$ cat src/hdl/ipsc_pkg.sv
// Package for the inactivity power state controller.
// Holds the request and result types, command codes, level codes and register indexes.
// Depends on nothing; every file of the block imports it.
package ipsc_pkg;

    // Commands carried by one request.
    typedef enum logic [1:0] {
        CMD_TICK  = 2'd0,
        CMD_CHECK = 2'd1,
        CMD_KICK  = 2'd2,
        CMD_FORCE = 2'd3
    } cmd_t;

    // Power levels, from highest power to lowest.
    localparam logic [2:0] LVL_ACTIVE      = 3'd0;
    localparam logic [2:0] LVL_DIM         = 3'd1;
    localparam logic [2:0] LVL_SCREEN_OFF  = 3'd2;
    localparam logic [2:0] LVL_LIGHT_SLEEP = 3'd3;
    localparam logic [2:0] LVL_DEEP_SLEEP  = 3'd4;

    // Configuration register indexes.
    localparam int unsigned CFG_INDEX_W = 3;
    localparam logic [CFG_INDEX_W-1:0] CFG_DIM_AFTER        = 3'd0;
    localparam logic [CFG_INDEX_W-1:0] CFG_SCREEN_OFF_AFTER = 3'd1;
    localparam logic [CFG_INDEX_W-1:0] CFG_LIGHT_SLEEP_AFTER = 3'd2;
    localparam logic [CFG_INDEX_W-1:0] CFG_BL_ACTIVE        = 3'd3;
    localparam logic [CFG_INDEX_W-1:0] CFG_BL_DIM           = 3'd4;

    localparam int unsigned CFG_DATA_W = 32;

    // Register values after reset.
    localparam logic [31:0] DIM_AFTER_RESET         = 32'd30000;
    localparam logic [31:0] SCREEN_OFF_AFTER_RESET  = 32'd60000;
    localparam logic [31:0] LIGHT_SLEEP_AFTER_RESET = 32'd300000;
    localparam logic [7:0]  BL_ACTIVE_RESET         = 8'd255;
    localparam logic [7:0]  BL_DIM_RESET            = 8'd64;

    // One request.
    typedef struct packed {
        cmd_t       cmd;
        logic [2:0] target_level;
    } req_t;

    // One result.
    typedef struct packed {
        logic [2:0]  level_now;
        logic [7:0]  backlight;
        logic        backlight_write;
        logic        sleep_request;
        logic [31:0] ms_since_kick;
    } rsp_t;

endpackage

$ cat src/hdl/inactivity_power_state_controller.sv
// Result: a request's result is registered, in the result register or the skid entry, before it is shown.
// Throughput: one request per cycle unless stalled; level and idle count update at acceptance.
// A skid entry behind the result register takes one request during an output stall;
// the request side then stalls until that entry has moved into the result register.
// Reset: level goes to active, the idle count to zero, the registers to their defaults,
// and the result buffer empties. Configuration writes are always ready.
module inactivity_power_state_controller #(
    parameter int unsigned COUNT_WIDTH = 32
) (
    input  logic                                     clk,
    input  logic                                     rst_n,
    input  logic                                     req_valid,
    output logic                                     req_stall,
    input  ipsc_pkg::req_t                           req,
    output logic                                     rsp_valid,
    input  logic                                     rsp_stall,
    output ipsc_pkg::rsp_t                           rsp,
    input  logic                                     cfg_valid,
    output logic                                     cfg_ready,
    input  logic [ipsc_pkg::CFG_INDEX_W-1:0]         cfg_index,
    input  logic [ipsc_pkg::CFG_DATA_W-1:0]          cfg_data
);
    import ipsc_pkg::*;

    // Compare width covers both the idle count and the 32-bit thresholds.
    localparam int unsigned CMP_W = (COUNT_WIDTH > 32) ? COUNT_WIDTH : 32;

    logic [31:0]            dim_after_reg;
    logic [31:0]            screen_off_after_reg;
    logic [31:0]            light_sleep_after_reg;
    logic [7:0]             bl_active_reg;
    logic [7:0]             bl_dim_reg;

    logic [2:0]             power_level_reg;
    logic [2:0]             power_level_next;
    logic [COUNT_WIDTH-1:0] idle_ms_reg;
    logic [COUNT_WIDTH-1:0] idle_ms_next;

    logic                   out_valid_reg;
    rsp_t                   out_reg;
    logic                   skid_valid_reg;
    rsp_t                   skid_reg;

    logic                   accept;
    logic                   out_free;
    logic                   level_changed;
    logic [2:0]             want_level;
    logic [CMP_W-1:0]       idle_wide;
    logic [7:0]             backlight_next;
    rsp_t                   result;

    assign cfg_ready = 1'b1;

    // Configuration registers, written only while the block is idle; the user, not the block, enforces this.
    always_ff @(posedge clk or negedge rst_n)
    begin
        if (!rst_n)
        begin
            dim_after_reg         <= DIM_AFTER_RESET;
            screen_off_after_reg  <= SCREEN_OFF_AFTER_RESET;
            light_sleep_after_reg <= LIGHT_SLEEP_AFTER_RESET;
            bl_active_reg         <= BL_ACTIVE_RESET;
            bl_dim_reg            <= BL_DIM_RESET;
        end
        else if (cfg_valid && cfg_ready)
        begin
            unique case (cfg_index)
                CFG_DIM_AFTER:         dim_after_reg         <= cfg_data[31:0];
                CFG_SCREEN_OFF_AFTER:  screen_off_after_reg  <= cfg_data[31:0];
                CFG_LIGHT_SLEEP_AFTER: light_sleep_after_reg <= cfg_data[31:0];
                CFG_BL_ACTIVE:         bl_active_reg         <= cfg_data[7:0];
                CFG_BL_DIM:            bl_dim_reg            <= cfg_data[7:0];
                default:
                begin
                end
            endcase
        end
    end

    // Handshake: the skid entry must be empty to take a new request.
    assign req_stall = skid_valid_reg;
    assign accept    = req_valid && !skid_valid_reg;
    assign out_free  = !out_valid_reg || !rsp_stall;

    // Wanted level from the thresholds, in priority order.
    assign idle_wide = CMP_W'(idle_ms_reg);

    always_comb
    begin
        if (idle_wide >= CMP_W'(light_sleep_after_reg))
            want_level = LVL_LIGHT_SLEEP;
        else if (idle_wide >= CMP_W'(screen_off_after_reg))
            want_level = LVL_SCREEN_OFF;
        else if (idle_wide >= CMP_W'(dim_after_reg))
            want_level = LVL_DIM;
        else
            want_level = LVL_ACTIVE;
    end

    // Command decode and next state.
    always_comb
    begin
        power_level_next = power_level_reg;
        idle_ms_next     = idle_ms_reg;
        unique case (req.cmd)
            CMD_TICK:
            begin
                if (idle_ms_reg != {COUNT_WIDTH{1'b1}})
                    idle_ms_next = idle_ms_reg + COUNT_WIDTH'(1);
            end
            CMD_CHECK:
            begin
                if (want_level > power_level_reg)
                    power_level_next = want_level;
            end
            CMD_KICK:
            begin
                idle_ms_next     = '0;
                power_level_next = LVL_ACTIVE;
            end
            CMD_FORCE:
            begin
                if (req.target_level <= LVL_DEEP_SLEEP)
                    power_level_next = req.target_level;
            end
            default:
            begin
            end
        endcase
    end

    assign level_changed = (power_level_next != power_level_reg);

    // Backlight belonging to the new level.
    always_comb
    begin
        case (power_level_next)
            LVL_ACTIVE: backlight_next = bl_active_reg;
            LVL_DIM:    backlight_next = bl_dim_reg;
            default:    backlight_next = 8'd0;
        endcase
    end

    // Result fields; a wide count is capped at the 32-bit maximum.
    always_comb
    begin
        result.level_now       = power_level_next;
        result.backlight       = backlight_next;
        result.backlight_write = level_changed;
        result.sleep_request   = (power_level_next == LVL_DEEP_SLEEP);
        if (CMP_W'(idle_ms_next) > CMP_W'(32'hFFFF_FFFF))
            result.ms_since_kick = 32'hFFFF_FFFF;
        else
            result.ms_since_kick = 32'(CMP_W'(idle_ms_next));
    end

    // Controller state, updated when a request is accepted.
    always_ff @(posedge clk or negedge rst_n)
    begin
        if (!rst_n)
        begin
            power_level_reg <= LVL_ACTIVE;
            idle_ms_reg     <= '0;
        end
        else if (accept)
        begin
            power_level_reg <= power_level_next;
            idle_ms_reg     <= idle_ms_next;
        end
    end

    // Result register with a skid entry behind it.
    always_ff @(posedge clk or negedge rst_n)
    begin
        if (!rst_n)
        begin
            out_valid_reg  <= 1'b0;
            skid_valid_reg <= 1'b0;
        end
        else if (out_free)
        begin
            if (skid_valid_reg)
            begin
                out_valid_reg  <= 1'b1;
                skid_valid_reg <= 1'b0;
            end
            else
            begin
                out_valid_reg <= accept;
            end
        end
        else if (accept)
        begin
            skid_valid_reg <= 1'b1;
        end
    end

    always_ff @(posedge clk)
    begin
        if (out_free)
        begin
            if (skid_valid_reg)
                out_reg <= skid_reg;
            else if (accept)
                out_reg <= result;
        end
        else if (accept)
        begin
            skid_reg <= result;
        end
    end

    assign rsp_valid = out_valid_reg;
    assign rsp       = out_reg;

`ifndef SYNTHESIS
    // The skid entry only fills behind a waiting result.
    assert property (@(posedge clk) disable iff (!rst_n)
        skid_valid_reg |-> out_valid_reg)
        else $error("skid entry holds a result while the output is empty");

    // A shown result flags deep sleep exactly when its level is deep sleep.
    assert property (@(posedge clk) disable iff (!rst_n)
        rsp_valid |-> (rsp.sleep_request == (rsp.level_now == LVL_DEEP_SLEEP)))
        else $error("sleep request disagrees with the reported level");

    // An accepted kick leaves the block active with a cleared count.
    assert property (@(posedge clk) disable iff (!rst_n)
        (accept && req.cmd == CMD_KICK) |=>
            (power_level_reg == LVL_ACTIVE && idle_ms_reg == '0))
        else $error("kick did not restore the active level");

    // Outside an accepted request, the level holds.
    assert property (@(posedge clk) disable iff (!rst_n)
        !accept |=> $stable(power_level_reg))
        else $error("level changed without an accepted request");
`endif

endmodule

$ cat config.mk
export PLATFORM = sky130hd
export DESIGN_NAME = inactivity_power_state_controller
export DESIGN_NICKNAME = d
export VERILOG_FILES = /design/src/hdl/ipsc_pkg.sv /design/src/hdl/inactivity_power_state_controller.sv
export SDC_FILE = /design/constraint.sdc
export NUM_CORES = 1
export LEC_CHECK = 0
export BUFFER_PORTS_ARGS = -buffer_cell sky130_fd_sc_hd__buf_4
export CORE_UTILIZATION = 61
export DETAILED_ROUTE_END_ITERATION = 10
export MAX_ROUTING_LAYER = met4
export PLACE_DENSITY = 0.9
export RECOVER_POWER = 25
export REMOVE_ABC_BUFFERS = 1
export SLEW_MARGIN = 0
export SYNTH_ARGS = -nofsm -noshare
export SYNTH_HDL_FRONTEND = slang
export SYNTH_SLANG_ARGS = --single-unit
$ cat constraint.sdc
create_clock -name clk -period 5.9 [get_ports clk]
set_clock_uncertainty 0.2 [all_clocks]
set_input_delay 0.885 -clock clk [delete_from_list [all_inputs] [get_ports clk]]
set_output_delay 0.885 -clock clk [all_outputs]
set_load 0.01 [all_outputs]
# [Yosys cells after proc, flatten, opt, wreduce, memory -nomap -nowiden]
# Cells that the tools add are included.
[totals] ff_bits=239 latchBits=0 ram_bits=0 rom_bits=0 out_inout_bits=48 memories=0
[classes] addsub=1 multipliers=0 n_div=0 order_cmp=6 n_eq_ne=11 shifts=0 n_mux=15 bitwise=1 reduce_logical=17
[op_table] op="$ge A32 B32 Y1" count=3
[op_table] op="$mux W45" count=2
[op_table] op="$mux W32" count=2
[op_table] op="$pmux W32 S2" count=1
[op_table] op="$add A32 B1 Y32 const B" count=1
[op_table] op="$gt A32 B32 Y1 const B" count=1
[op_table] op="$ne A32 B32 Y1 const B" count=1
[op_table] op="$pmux W8 S2" count=1
[op_table] op="$reduce_and A2 Y1" count=7
[op_table] op="$pmux W3 S3" count=1
[op_table] op="$eq A3 B1 Y1 const B" count=2
[op_table] op="$eq A3 B2 Y1 const B" count=2
[op_table] op="$eq A3 B3 Y1 const B" count=2
[op_table] op="$logic_not A3 Y1" count=2
[op_table] op="$mux W3" count=2
[op_table] op="$eq A2 B2 Y1 const B" count=2
[op_table] op="$mux W1" count=4
[op_table] op="$mux W2" count=2
[op_table] op="$reduce_bool A2 Y1" count=2
[op_table] op="$gt A3 B3 Y1" count=1
[op_table] op="$le A3 B3 Y1 const B" count=1
[op_table] op="$logic_not A1 Y1" count=3
[op_table] op="$ne A3 B3 Y1" count=1
[op_table] op="$eq A2 B1 Y1 const B" count=1
[op_table] op="4 further kinds" count=4

# [Longest topological paths before layout]
# Gate-level depths: netlist of the first run.
[depth] depth_word=11 mapped_depth=18 mapped_depth_nobuf=17

# [Worst setup path before layout of the first run]
# Ideal clock, no wire load.
[synth_timing] kind="register to register" startpoint="reg light_sleep_after_reg[18]" endpoint="reg out_reg, in the netlist rsp[34], data pin" arrival_ps=3775 path_slack_ps=1665 stages_incl_launch_ff=17 path_buffers=1 period_less_slack_ps=4235 cell_sequence="dfstp_2 -> inv_1 -> ha_1 -> nand2_1 -> o21ai_1 -> a221o_1 -> a2111oi_4 -> o21ai_2 -> or2_2 -> ha_1 -> nor2b_1 -> o2111ai_1 -> nor3b_1 -> a21oi_2 -> buf_4 -> mux2i_1 -> o21ai_1"
[synth_via] elab_chain_len=9 word_cells_on_any_way=10
[synth_lines] item="start: declaration" line="inactivity_power_state_controller.sv:30" rtl="logic [31:0] light_sleep_after_reg;"
[synth_lines] item="start signal: assignment" line="inactivity_power_state_controller.sv:70" rtl="CFG_LIGHT_SLEEP_AFTER: light_sleep_after_reg <= cfg_data[31:0];"
[synth_lines] item="$ge A32 B32 Y1 *" line="inactivity_power_state_controller.sv:90" rtl="if (idle_wide >= CMP_W'(light_sleep_after_reg))"
[synth_lines] item="$mux W2 *" line="inactivity_power_state_controller.sv:90"
[synth_lines] item="$gt A3 B3 Y1" line="inactivity_power_state_controller.sv:113" rtl="if (want_level > power_level_reg)"
[synth_lines] item="$mux W3 *" line="inactivity_power_state_controller.sv:113"
[synth_lines] item="$pmux W3 S3 *" line="inactivity_power_state_controller.sv:105" rtl="unique case (req.cmd)"
[synth_lines] item="via power_level_next[0]" line="inactivity_power_state_controller.sv:35" rtl="logic [2:0] power_level_next;"
[synth_lines] item="$eq A3 B1 Y1 or $logic_not A3 Y1 (tied branches)" line="inactivity_power_state_controller.sv:137" rtl="case (power_level_next)"
[synth_lines] item="$pmux W8 S2 *" line="inactivity_power_state_controller.sv:137"
[synth_lines] item="$mux W45 *" line="inactivity_power_state_controller.sv:204" rtl="else if (accept)"
[synth_lines] item="$mux W45 *" line="inactivity_power_state_controller.sv:202" rtl="if (skid_valid_reg)"
[synth_lines] item="end signal: assignment" line="inactivity_power_state_controller.sv:203" rtl="out_reg <= skid_reg;"
[synth_lines] item="end signal: assignment" line="inactivity_power_state_controller.sv:205" rtl="out_reg <= result;"
[synth_lines] item="end: declaration" line="inactivity_power_state_controller.sv:40" rtl="rsp_t out_reg;"
# Mark *: on every way through the listed nets, which the timed path passes. The rest lies on a longest branch. The select of a mux whose other input is x is not followed.
# A chain may end at the register's enable or synchronous reset.

# [Worst setup path in the final report of the first run]
[layout_timing] startpoint="reg idle_ms_reg[0]" endpoint="reg out_reg, in the netlist rsp[34], data pin"
[layout_via] elab_chain_len=11 word_cells_on_any_way=14
[layout_lines] item="start: declaration" line="inactivity_power_state_controller.sv:36" rtl="logic [COUNT_WIDTH-1:0] idle_ms_reg;"
[layout_lines] item="start signal: assignment" line="inactivity_power_state_controller.sv:168" rtl="idle_ms_reg <= idle_ms_next;"
[layout_lines] item="$ge A32 B32 Y1" line="inactivity_power_state_controller.sv:94" rtl="else if (idle_wide >= CMP_W'(dim_after_reg))"
[layout_lines] item="$mux W1" line="inactivity_power_state_controller.sv:94"
[layout_lines] item="$mux W2" line="inactivity_power_state_controller.sv:92" rtl="else if (idle_wide >= CMP_W'(screen_off_after_reg))"
[layout_lines] item="$mux W2 *" line="inactivity_power_state_controller.sv:90"
[layout_lines] item="$gt A3 B3 Y1" line="inactivity_power_state_controller.sv:113"
[layout_lines] item="$mux W3 *" line="inactivity_power_state_controller.sv:113"
[layout_lines] item="$pmux W3 S3 *" line="inactivity_power_state_controller.sv:105"
[layout_lines] item="$eq A3 B1 Y1 or $logic_not A3 Y1 (tied branches)" line="inactivity_power_state_controller.sv:137"
[layout_lines] item="$pmux W8 S2 *" line="inactivity_power_state_controller.sv:137"
[layout_lines] item="$mux W45 *" line="inactivity_power_state_controller.sv:204"
[layout_lines] item="$mux W45 *" line="inactivity_power_state_controller.sv:202"
# Mark *: on every way between the ends. The rest lies on a longest branch, timed or not. The select of a mux whose other input is x is not followed.

==> run_results.csv, run 1 <==
group,metric,value,unit
synth,yosysWarnings,0,
critical_path,worstPathRequired,5.97,ns
detailed_routing,met2_length,14700,microns
place,gp_congestion,0.877,
synth,ys_top_cells_by_count,"200 x nand2_1, 165 x o21ai_0, 118 x dfrtp_1",
detailed_routing,totalWireLength,29800,microns
detailed_routing,vias,9401,
synth,synth_top_family_by_area,"simple AND/OR/NAND/NOR gates",
place,dp_cells,1541,
global_routing,grt_overflow,0,
power,switchingPower,1.25,mW
global_routing,grt_pass1_vias,9412,
critical_path,worstSetupEndpointType,"register",
synth,ys.flop_type,"dfrtp_1",
power,swShare,27.6,%
detailed_routing,wl_met1,11900,microns
critical_path,cp_data_arrival_time,5.39,ns
synth,synth_compound_area_share,13.3,%
floorplanning,ios,93,
global_routing,grt_max_degree,101,
detailed_routing,drc,0,
timing,worstMarginPinSlew,4.47,ns
detailed_routing,drtPass1Iterations,5,
detailed_routing,post_drt_wl_per_cell,18.8,microns
synth,yosys.area.top_type,"dfrtp_1",
timing,finalCritPeriodShare,90.2,%
power,p_clk_share,35.8,%
floorplanning,fp.dieH,144,microns
synth,synth_fa_ha_area_share,10.0,%
synth,synth_xor_area_share,1.98,%
detailed_routing,drt_first_iter_violations,861,
cts,clock_path_buffers,3,
cells_and_area,instances_no_fill,1587,
timing,slew_headroom,-198,%
critical_path,cp-start-kind,"register",
cells_and_area,diodes,0,
timing,tns,0,ns
detailed_routing,dr.max_layer_used,"met4",
power,p_seq_share,46.5,%
power,power_frac_comb,17.7,%
cts,root_buffer,"clkbuf_16",
synth,synth_seq_area_share,52.3,%
cells_and_area,area_growth_syn_to_layout,14.0,%
synth,synth_mux_area_share,3.20,%
timing,slew_viol_final,432,
cts,numCtsBuffers,25,
critical_path,worstSetupPathType,"reg2reg",
timing,clock.fmax,188,MHz
critical_path,crit_fanout,12,
cts,cts_hold_buffers,0,
timing,whs,0.314,ns
cts,cts_tree,"done",
floorplanning,num_rows,51,
power,intPower,3.26,mW
power,p_per_area,320,nW/um^2
cts,cts-resized-gates,0,
detailed_routing,via_per_inst,5.92,
floorplanning,dieArea,20900,sq um
synth,synth_cells,1223,
floorplanning,core_region_area,19700,sq um
synth,ys_types,65,
floorplanning,die_w,144,microns
global_routing,grtUsageTotal,31.1,%
synth,yosys-top-cells-area,"dfrtp_1 24%, edfxtp_1 22%, ha_1 10%",
timing,period_minus_slack,5.32,ns
cts,cts_max_level,1,
synth,synth_edf_count,90,
cts,clk_pin_slew,0.06,ns
cells_and_area,drive_gt1_share,16.6,%
timing,rsz0062_at_grt,"false",
synth,synth-simple-area-share,13.8,%
global_routing,grt_pass1_wl,48400,microns
synth,yosysMostFrequentCell,"nand2_1",
cts,clock_latency,0.53,ns
synth,synth_area_per_cell,10.1,sq um
synth,synth_area,12400,sq um
synth,synthArstFlopShare,62.3,%
timing,final-hold-violation-count,0,
cells_and_area,nets,1447,
power,p_leak,6.30,nW
detailed_routing,ant_nets,0,
detailed_routing,wl_met3,2100,microns
global_routing,antenna_found_initial,0,
synth,yosys.area.top_type_share,23.9,%
cts,post_cts_buffers,0,
flow_run,max_cap_viol_count,6,
outcome,violations,"max-capacitance violations, max-slew violations",
cts,clock_sinks,239,
place,hpwl,20000,microns
hold_path,hp-class,"reg2reg",
cells_and_area,nFillCells,1392,
power,ir_drop,0.270,mV
synth,postSynthRegisterBits,239,
timing,setup_viol,0,
outcome,status,"finished with violations",
floorplanning,initial_core_util,62.9,%
place,port_buffers,91,
final timing paths:
path / startpoint / to / slack [ns] / cells after the start
worst min register to register: bl_dim_reg[7] / bl_dim_reg[7] / 0.31 / 1
min in group asynchronous: rst_n / dim_after_reg[28] / 1.84 / 1
worst max register to register: idle_ms_reg[0] / rsp[34] / 0.58 / 15
max in group asynchronous: rst_n / screen_off_after_reg[3] / 1.08 / 1
worst max-delay path: idle_ms_reg[0] / rsp[34] / 0.58 / 15
worst min-delay path: bl_dim_reg[7] / bl_dim_reg[7] / 0.31 / 1
through the flow:
stage	utilization, %	setup WS, ns	cell area (sq um)	total power [mW]
after floorplan	-	1.03	12100	2.59
after global placement	67.6	1.02	13300	2.83
after detailed placement	67.6	0.834	13300	2.89
after CTS	71.9	0.709	14100	4.50
after global routing	71.8	0.271	14100	4.70
final	71.8	0.578	14100	4.51
layout make-up:
| cell class | instances | area (sq um) | area share (%) |
|---|---|---|---|
| flip-flops and latches | 239 | 6470 | 45.9 |
| multi-input cells | 819 | 5280 | 37.5 |
| repair buffers | 101 | 734 | 5.21 |
| clock buffers | 35 | 726 | 5.15 |
| inverters | 117 | 439 | 3.11 |
| well taps | 265 | 332 | 2.35 |
| clock inverters | 11 | 119 | 0.843 |
critical path, stage by stage (launching register included):
cell and delay [ns]:
dfrtp_1 0.44, inv_1 0.14, ha_1 0.30, nand2b_1 0.15, a2111oi_0 0.46, o211ai_1 0.19
a21oi_1 0.33, o21ai_2 0.18, or2_2 0.34, ha_1 0.31, nor2b_1 0.14, o2111ai_1 0.55
nor3b_1 0.14, a21oi_2 0.72, mux2i_1 0.36, o21ai_1 0.11
layout by cell type, fill, tap and decap left out, types with 14 or more instances in the layout:
cell	n
a21oi_1	46
buf_4	92
clkbuf_16	27
dfrtp_1	117
dfstp_2	31
edfxtp_1	90
ha_1	99
inv_1	117
mux2_2	28
nand2_1	200
nand2b_1	14
nand3_1	20
nand4_1	19
nor2_1	59
o21ai_0	165
o31ai_1	19
xnor2_1	14
xor2_1	14
logic make-up after synthesis:
logic type	after synthesis
flip-flops	239
AO/OA/AOI/OAI	282
AND/OR/NAND/NOR	373
buffers and inverters	165
XOR/XNOR	28
adder cells (fa/ha/maj)	99
multiplexers	36
other	1
metal layers:
metal	vias up	track usage (%)
met1	4501	38.7
met3	92	4.34
li1	4389	-
met4	0	12.5
met5	-	-
met2	419	51.4
power groups by stage:
stage / Sequential [mW] / Clock [mW] / Combinational, mW
2_1_floorplan: 2.12 / 0 / 0.464
3_3_place_gp: 2.11 / 0 / 0.727
3_5_place_dp: 2.12 / 0 / 0.769
4_1_cts: 2.09 / 1.62 / 0.794
5_1_grt: 2.12 / 1.68 / 0.901
6_report: 2.10 / 1.61 / 0.801
No activity file was read; power rests on OpenSTA's default activity.
==> inputs of run 2 (changes only) <==
--- a/config.mk
+++ b/config.mk
@@ -6,10 +6,11 @@
 export NUM_CORES = 1
 export LEC_CHECK = 0
 export BUFFER_PORTS_ARGS = -buffer_cell sky130_fd_sc_hd__buf_4
+export CAP_MARGIN = 20
 export CORE_UTILIZATION = 61
 export DETAILED_ROUTE_END_ITERATION = 10
 export MAX_ROUTING_LAYER = met4
-export PLACE_DENSITY = 0.9
+export PLACE_DENSITY_LB_ADDON = 0.2
 export RECOVER_POWER = 25
 export REMOVE_ABC_BUFFERS = 1
 export SLEW_MARGIN = 0
==> run 2 against run 1 <==
Net effect: hold slack worse by 0.0043 ns; wire length shrank 4.4%; the run still ends with max-capacitance violations, max-slew violations left; highest routed layer unchanged; first-iteration DRC count is 38% lower; non-clock buffer count rose by 1; count of clock-buffer cells in the layout shrank 5.
==> run_results.csv, run 2 (synthesized netlist as in run 1, its figures left out) <==
group,metric,value,unit
critical_path,crit_path_frequent_cell,"ha_1",
critical_path,path_cells,"ha_1, nand4_1, nor4_1, a221oi_1, nand2_1, a311o_1, or2_2, ha_1, nor2b_1, o2111ai_1, nor3b_1, a21oi_2, mux2i_1, o21ai_1",
hold_path,hp-start,"light_sleep_after_reg[6]",
cells_and_area,drive_gt1_share,16.7,%
cts,clock_latency,0.52,ns
floorplanning,fp.dieH,144,microns
global_routing,grt_pass1_vias,8934,
timing,finalCritPeriodShare,85.0,%
cells_and_area,layout_commonest_cell,"nand2_1",
timing,clock.fmax,199,MHz
outcome,status,"finished with violations",
cells_and_area,diodes,0,
cells_and_area,final_cell_mix,"200 x nand2_1, 165 x o21ai_0, 118 x dfrtp_1",
cts,clock_path_buffers,3,
global_routing,grt_pass1_wl,45800,microns
timing,tns,0,ns
global_routing,grt_max_degree,70,
critical_path,worstSetupEndpointType,"register",
timing,slew_headroom,-77.2,%
cells_and_area,seqCellArea,6470,sq um
cts,cts_hold_buffers,0,
hold_path,min_to,"light_sleep_after_reg[6]",
cts,cts_max_level,1,
place,port_buffers,91,
critical_path,r2r_cells,14,
timing,slew_viol_final,212,
timing,setup_viol,0,
cells_and_area,area_growth_syn_to_layout,14.2,%
floorplanning,die_w,144,microns
cts,cts-resized-gates,0,
floorplanning,ios,93,
cts,clk_pin_slew,0.06,ns
global_routing,grtUsageMet1,38.8,%
timing,worstMarginPinSlew,2.66,ns
critical_path,cp_data_arrival_time,5.06,ns
critical_path,timing.rr.start,"idle_ms_reg[31]",
cts,clock_sinks,239,
global_routing,met2_usage,48.5,%
cts,cts_tree,"done",
cells_and_area,nFillCells,1497,
timing,period_minus_slack,5.02,ns
critical_path,r2r_setup_slack,0.88,ns
power,p_total,4.52,mW
hold_path,hp-class,"reg2reg",
global_routing,grtUsageTotal,29.6,%
power,p_per_area,320,nW/um^2
floorplanning,dieArea,20900,sq um
place,place_area,13300,sq um
power,ir_drop,0.317,mV
timing,rsz0062_at_grt,"false",
critical_path,crit_fanout,12,
global_routing,antenna_found_initial,0,
critical_path,critical-path-max-stage-delay,0.69,ns
global_routing,grt_overflow,0,
floorplanning,num_rows,51,
detailed_routing,drtPass1Iterations,5,
flow_run,max_cap_viol_count,4,
timing,final-hold-violation-count,0,
global_routing,busiest_layer,"met2",
detailed_routing,totalWireLength,28500,microns
critical_path,cp-start-kind,"register",
detailed_routing,drt_first_iter_violations,538,
cells_and_area,nets,1448,
detailed_routing,via_per_inst,5.70,
global_routing,grtUsageMet3,3.61,%
detailed_routing,post_drt_wl_per_cell,18.0,microns
detailed_routing,ant_nets,0,
place,gp_congestion,0.900,
critical_path,critPathSlowestCell,"a21oi_2",
detailed_routing,drc,0,
floorplanning,initial_core_util,62.9,%
place,hpwl,19700,microns
critical_path,worstSetupPathType,"reg2reg",
critical_path,worstReg2RegEnd,"rsp[39]",
floorplanning,core_region_area,19700,sq um
detailed_routing,vias,9045,
power,p_leak,6.33,nW
cts,post_cts_buffers,0,
cts,numCtsBuffers,25,
cells_and_area,final_cell_area,14100,sq um
hold_path,worstHoldPathCells,2,
critical_path,worstPathRequired,5.95,ns
outcome,violations,"max-capacitance violations, max-slew violations",
cts,root_buffer,"clkbuf_16",
cells_and_area,multi_input_area,5280,sq um
[run 2: cell types whose count changed in the layout (fill, tap and decap cells not counted), moves of 2 or more]
cell,delta
clkbuf_16,-2
buf_4,+2
clkinv_4,-2
clkbuf_1,-4
bufinv_16,+3
clkinv_2,+3
clkinv_1,+2
[run 2: how the worst max path moves through the flow]
stage,from,end,depth (start not counted)
after CTS,idle_ms_reg[31],rsp[39],14
final,idle_ms_reg[31],rsp[39],14
after detailed placement,idle_ms_reg[31],rsp[39],14
after global placement,idle_ms_reg[31],rsp[40],14
after floorplan,cfg_valid,dim_after_reg[0],3
after global routing,idle_ms_reg[30],rsp[39],14
[run 2: layer usage]
metal	part of all wire (%)	vias up	wire, microns
li1	-	4396	-
met1	44	4378	12700
met2	49	210	13900
met3	4.2	61	1200
met4	2.6	0	751
met5	0	-	0
[run 2: final cells by class]
| class | instances | share of cell area (%) |
|---|---|---|
| tap | 265 | 2.35 |
| clock inverter | 15 | 1.42 |
| timing repair buffer | 102 | 5.24 |
| multi-input combinational | 819 | 37.4 |
| clock buffer | 30 | 4.70 |
| inverter | 117 | 3.11 |
| sequential | 239 | 45.8 |
[run 2: report_power, final]
group | internal, mW | switching, mW | total [mW] | leakage [nW]
clock network | 1.02 | 0.645 | 1.66 | 0.429
logic | 0.300 | 0.461 | 0.761 | 3.24
registers | 2.00 | 0.0921 | 2.09 | 2.66
total | 3.32 | 1.20 | 4.52 | 6.33
[run 2: critical path: cells and delay by family, from the launching register on]
kind	cells	cell delay, ns
flops	1	0.48
mux	1	0.33
fa+ha+maj	2	0.65
simple gates	6	1.05
compound gates	5	2.03
[run 2: through the flow]
step | hold WS [ns] | cells | worst slack (ns) | util [%]
final | 0.310 | 1587 | 0.885 | 71.9
after CTS | 0.0784 | 1587 | 0.879 | 72.0
after detailed placement | 0.297 | 1542 | 0.891 | 67.6
after floorplan | 0.280 | 1175 | 1.03 | -
after global placement | 0.291 | 1542 | 1.04 | 67.6
after global routing | 0.331 | 1587 | 0.613 | 71.9
==> inputs of run 3 (changes only) <==
==> constraint.sdc (replaced) <==
create_clock -name clk -period 5.9 [get_ports clk]
set_clock_uncertainty 0.2 [all_clocks]
set_input_delay 0.59 -clock clk [delete_from_list [all_inputs] [get_ports clk]]
set_output_delay 0.59 -clock clk [all_outputs]
set_load 0.01 [all_outputs]
==> run 3 against run 2 <==
Net effect: highest routed layer unchanged; sequential share of layout area increased by 0.15 points; hold slack lost 0.22 ns; the flow still finishes with violations (max-capacitance violations, max-slew violations); final cell count up 0.13%.
==> run_results.csv, run 3 (synthesized netlist as in run 1, its figures left out) <==
group,metric,value,unit
timing,setup_ws,0.888,ns
detailed_routing,ant_nets,0,
power,ir_drop,0.335,mV
cells_and_area,area_growth_syn_to_layout,13.8,%
cts,cts_tree,"done",
floorplanning,dieArea,20900,sq um
outcome,status,"finished with violations",
cells_and_area,diodes,0,
timing,clock.fmax,200,MHz
global_routing,grtUsageTotal,29.7,%
timing,slew_headroom,-106,%
cts,post_cts_buffers,0,
power,intPower,3.24,mW
cts,clk_pin_slew,0.06,ns
cts,clock_sinks,239,
detailed_routing,totalWireLength,28500,microns
flow_run,max_cap_viol_count,5,
detailed_routing,drc,0,
detailed_routing,via_per_inst,5.80,
floorplanning,initial_core_util,62.9,%
cells_and_area,final_cell_mix,"200 x nand2_1, 165 x o21ai_0, 118 x dfrtp_1",
detailed_routing,wl_met3,1530,microns
global_routing,grt_max_degree,72,
outcome,violations,"max-capacitance violations, max-slew violations",
cts,clock_latency,0.53,ns
timing,whs,0.0873,ns
critical_path,r2r_setup_slack,0.89,ns
timing,setup_viol,0,
detailed_routing,drt_first_iter_violations,677,
cts,cts_hold_buffers,1,
global_routing,grt_pass1_wl,46500,microns
power,switchingPower,1.19,mW
cells_and_area,drive_gt1_share,16.4,%
power,p_leak,6.29,nW
floorplanning,num_rows,51,
critical_path,cp-start-kind,"register",
timing,final-hold-violation-count,0,
global_routing,grt_overflow,0,
hold_path,hp-class,"in2reg",
cts,clock_path_buffers,3,
critical_path,worstSetupEndpointType,"register",
detailed_routing,vias,9210,
detailed_routing,drtPass1Iterations,5,
timing,tns,0,ns
place,gp_congestion,0.907,
cts,numCtsBuffers,25,
timing,finalCritPeriodShare,85.0,%
detailed_routing,met2_length,13700,microns
floorplanning,fp.dieH,144,microns
place,hpwl,19500,microns
power,p_seq_share,47.2,%
power,p_clk_share,35.5,%
power,power_frac_comb,17.3,%
timing,rsz0062_at_grt,"false",
cells_and_area,layout_commonest_cell,"nand2_1",
place,pre_cts_slack,0.924,ns
global_routing,antenna_found_initial,0,
detailed_routing,dr.max_layer_used,"met4",
cells_and_area,nFillCells,1500,
cells_and_area,nets,1449,
critical_path,crit_fanout,12,
detailed_routing,wl_met1,12400,microns
place,port_buffers,91,
power,p_per_area,314,nW/um^2
critical_path,worstPathRequired,5.95,ns
global_routing,grt_pass1_vias,9035,
timing,period_minus_slack,5.01,ns
cts,root_buffer,"clkbuf_16",
timing,worstMarginPinSlew,3.09,ns
critical_path,cp_data_arrival_time,5.06,ns
cts,cts-resized-gates,0,
floorplanning,ios,93,
floorplanning,core_region_area,19700,sq um
critical_path,worstSetupPathType,"reg2reg",
floorplanning,die_w,144,microns
timing,slew_viol_final,305,
power,swShare,26.9,%
detailed_routing,post_drt_wl_per_cell,17.9,microns
cts,cts_max_level,1,
==> run 3: cell types whose count changed in the layout (fill, tap and decap cells not counted), sizes merged <==
cell	previous run	this run
clkbuf	38	48
buf	94	93
clkinvlp	0	1
bufinv	5	2
clkinv	9	3
dlygate4sd3	0	1
==> run 3: path summary, 6_finish.rpt <==
path / start / endpoint / depth (start not counted)
max: light_sleep_after_reg[15] / rsp[35] / 15
max reg2reg: light_sleep_after_reg[15] / rsp[35] / 15
min in group asynchronous: rst_n / screen_off_after_reg[28] / 2
min reg2reg: light_sleep_after_reg[15] / light_sleep_after_reg[15] / 2
min: cfg_data[16] / dim_after_reg[16] / 3
max in group asynchronous: rst_n / idle_ms_reg[3] / 3
==> run 3: worst max-delay path: stages, from the launching register on <==
cell	delay, ns
dfstp_2	0.52
inv_1	0.04
ha_1	0.30
a21oi_1	0.13
o21ai_0	0.21
a2111o_1	0.46
a21oi_1	0.22
o21ai_2	0.15
or2_2	0.33
ha_1	0.29
nor2b_1	0.13
o2111ai_1	0.52
nor3b_1	0.13
a21oi_2	0.67
mux2i_1	0.32
o21ai_1	0.10
==> run 3: stage by stage <==
step	utilization [%]	instances	total power, mW	area [sq um]
2_1_floorplan	-	1175	2.59	12100
3_3_place_gp	67.6	1542	2.84	13300
3_5_place_dp	67.6	1542	2.87	13300
4_1_cts	71.9	1589	4.45	14100
5_1_grt	71.6	1589	4.63	14100
6_report	71.6	1589	4.43	14100
==> run 3: final cells by class <==
cell class / count / area (sq um) / share of cell area (%)
sequential: 239 / 6470 / 46.0
multi-input combinational: 819 / 5280 / 37.5
timing repair buffer: 103 / 742 / 5.27
clock buffer: 39 / 728 / 5.17
inverter: 117 / 439 / 3.12
tap: 265 / 332 / 2.35
clock inverter: 7 / 91.3 / 0.649
==> run 3: power groups by stage <==
stage,clock (mW),sequential (mW),combinational [mW]
after global placement,0,2.11,0.725
after CTS,1.59,2.09,0.767
after global routing,1.65,2.12,0.869
final,1.57,2.09,0.764
after floorplan,0,2.12,0.464
after detailed placement,0,2.12,0.754
==> run 3: routing by layer <==
layer / track usage, % / up-vias
met5: - / -
met4: 9.92 / 0
met3: 3.68 / 65
met2: 48.5 / 280
met1: 38.7 / 4472
li1: - / 4393
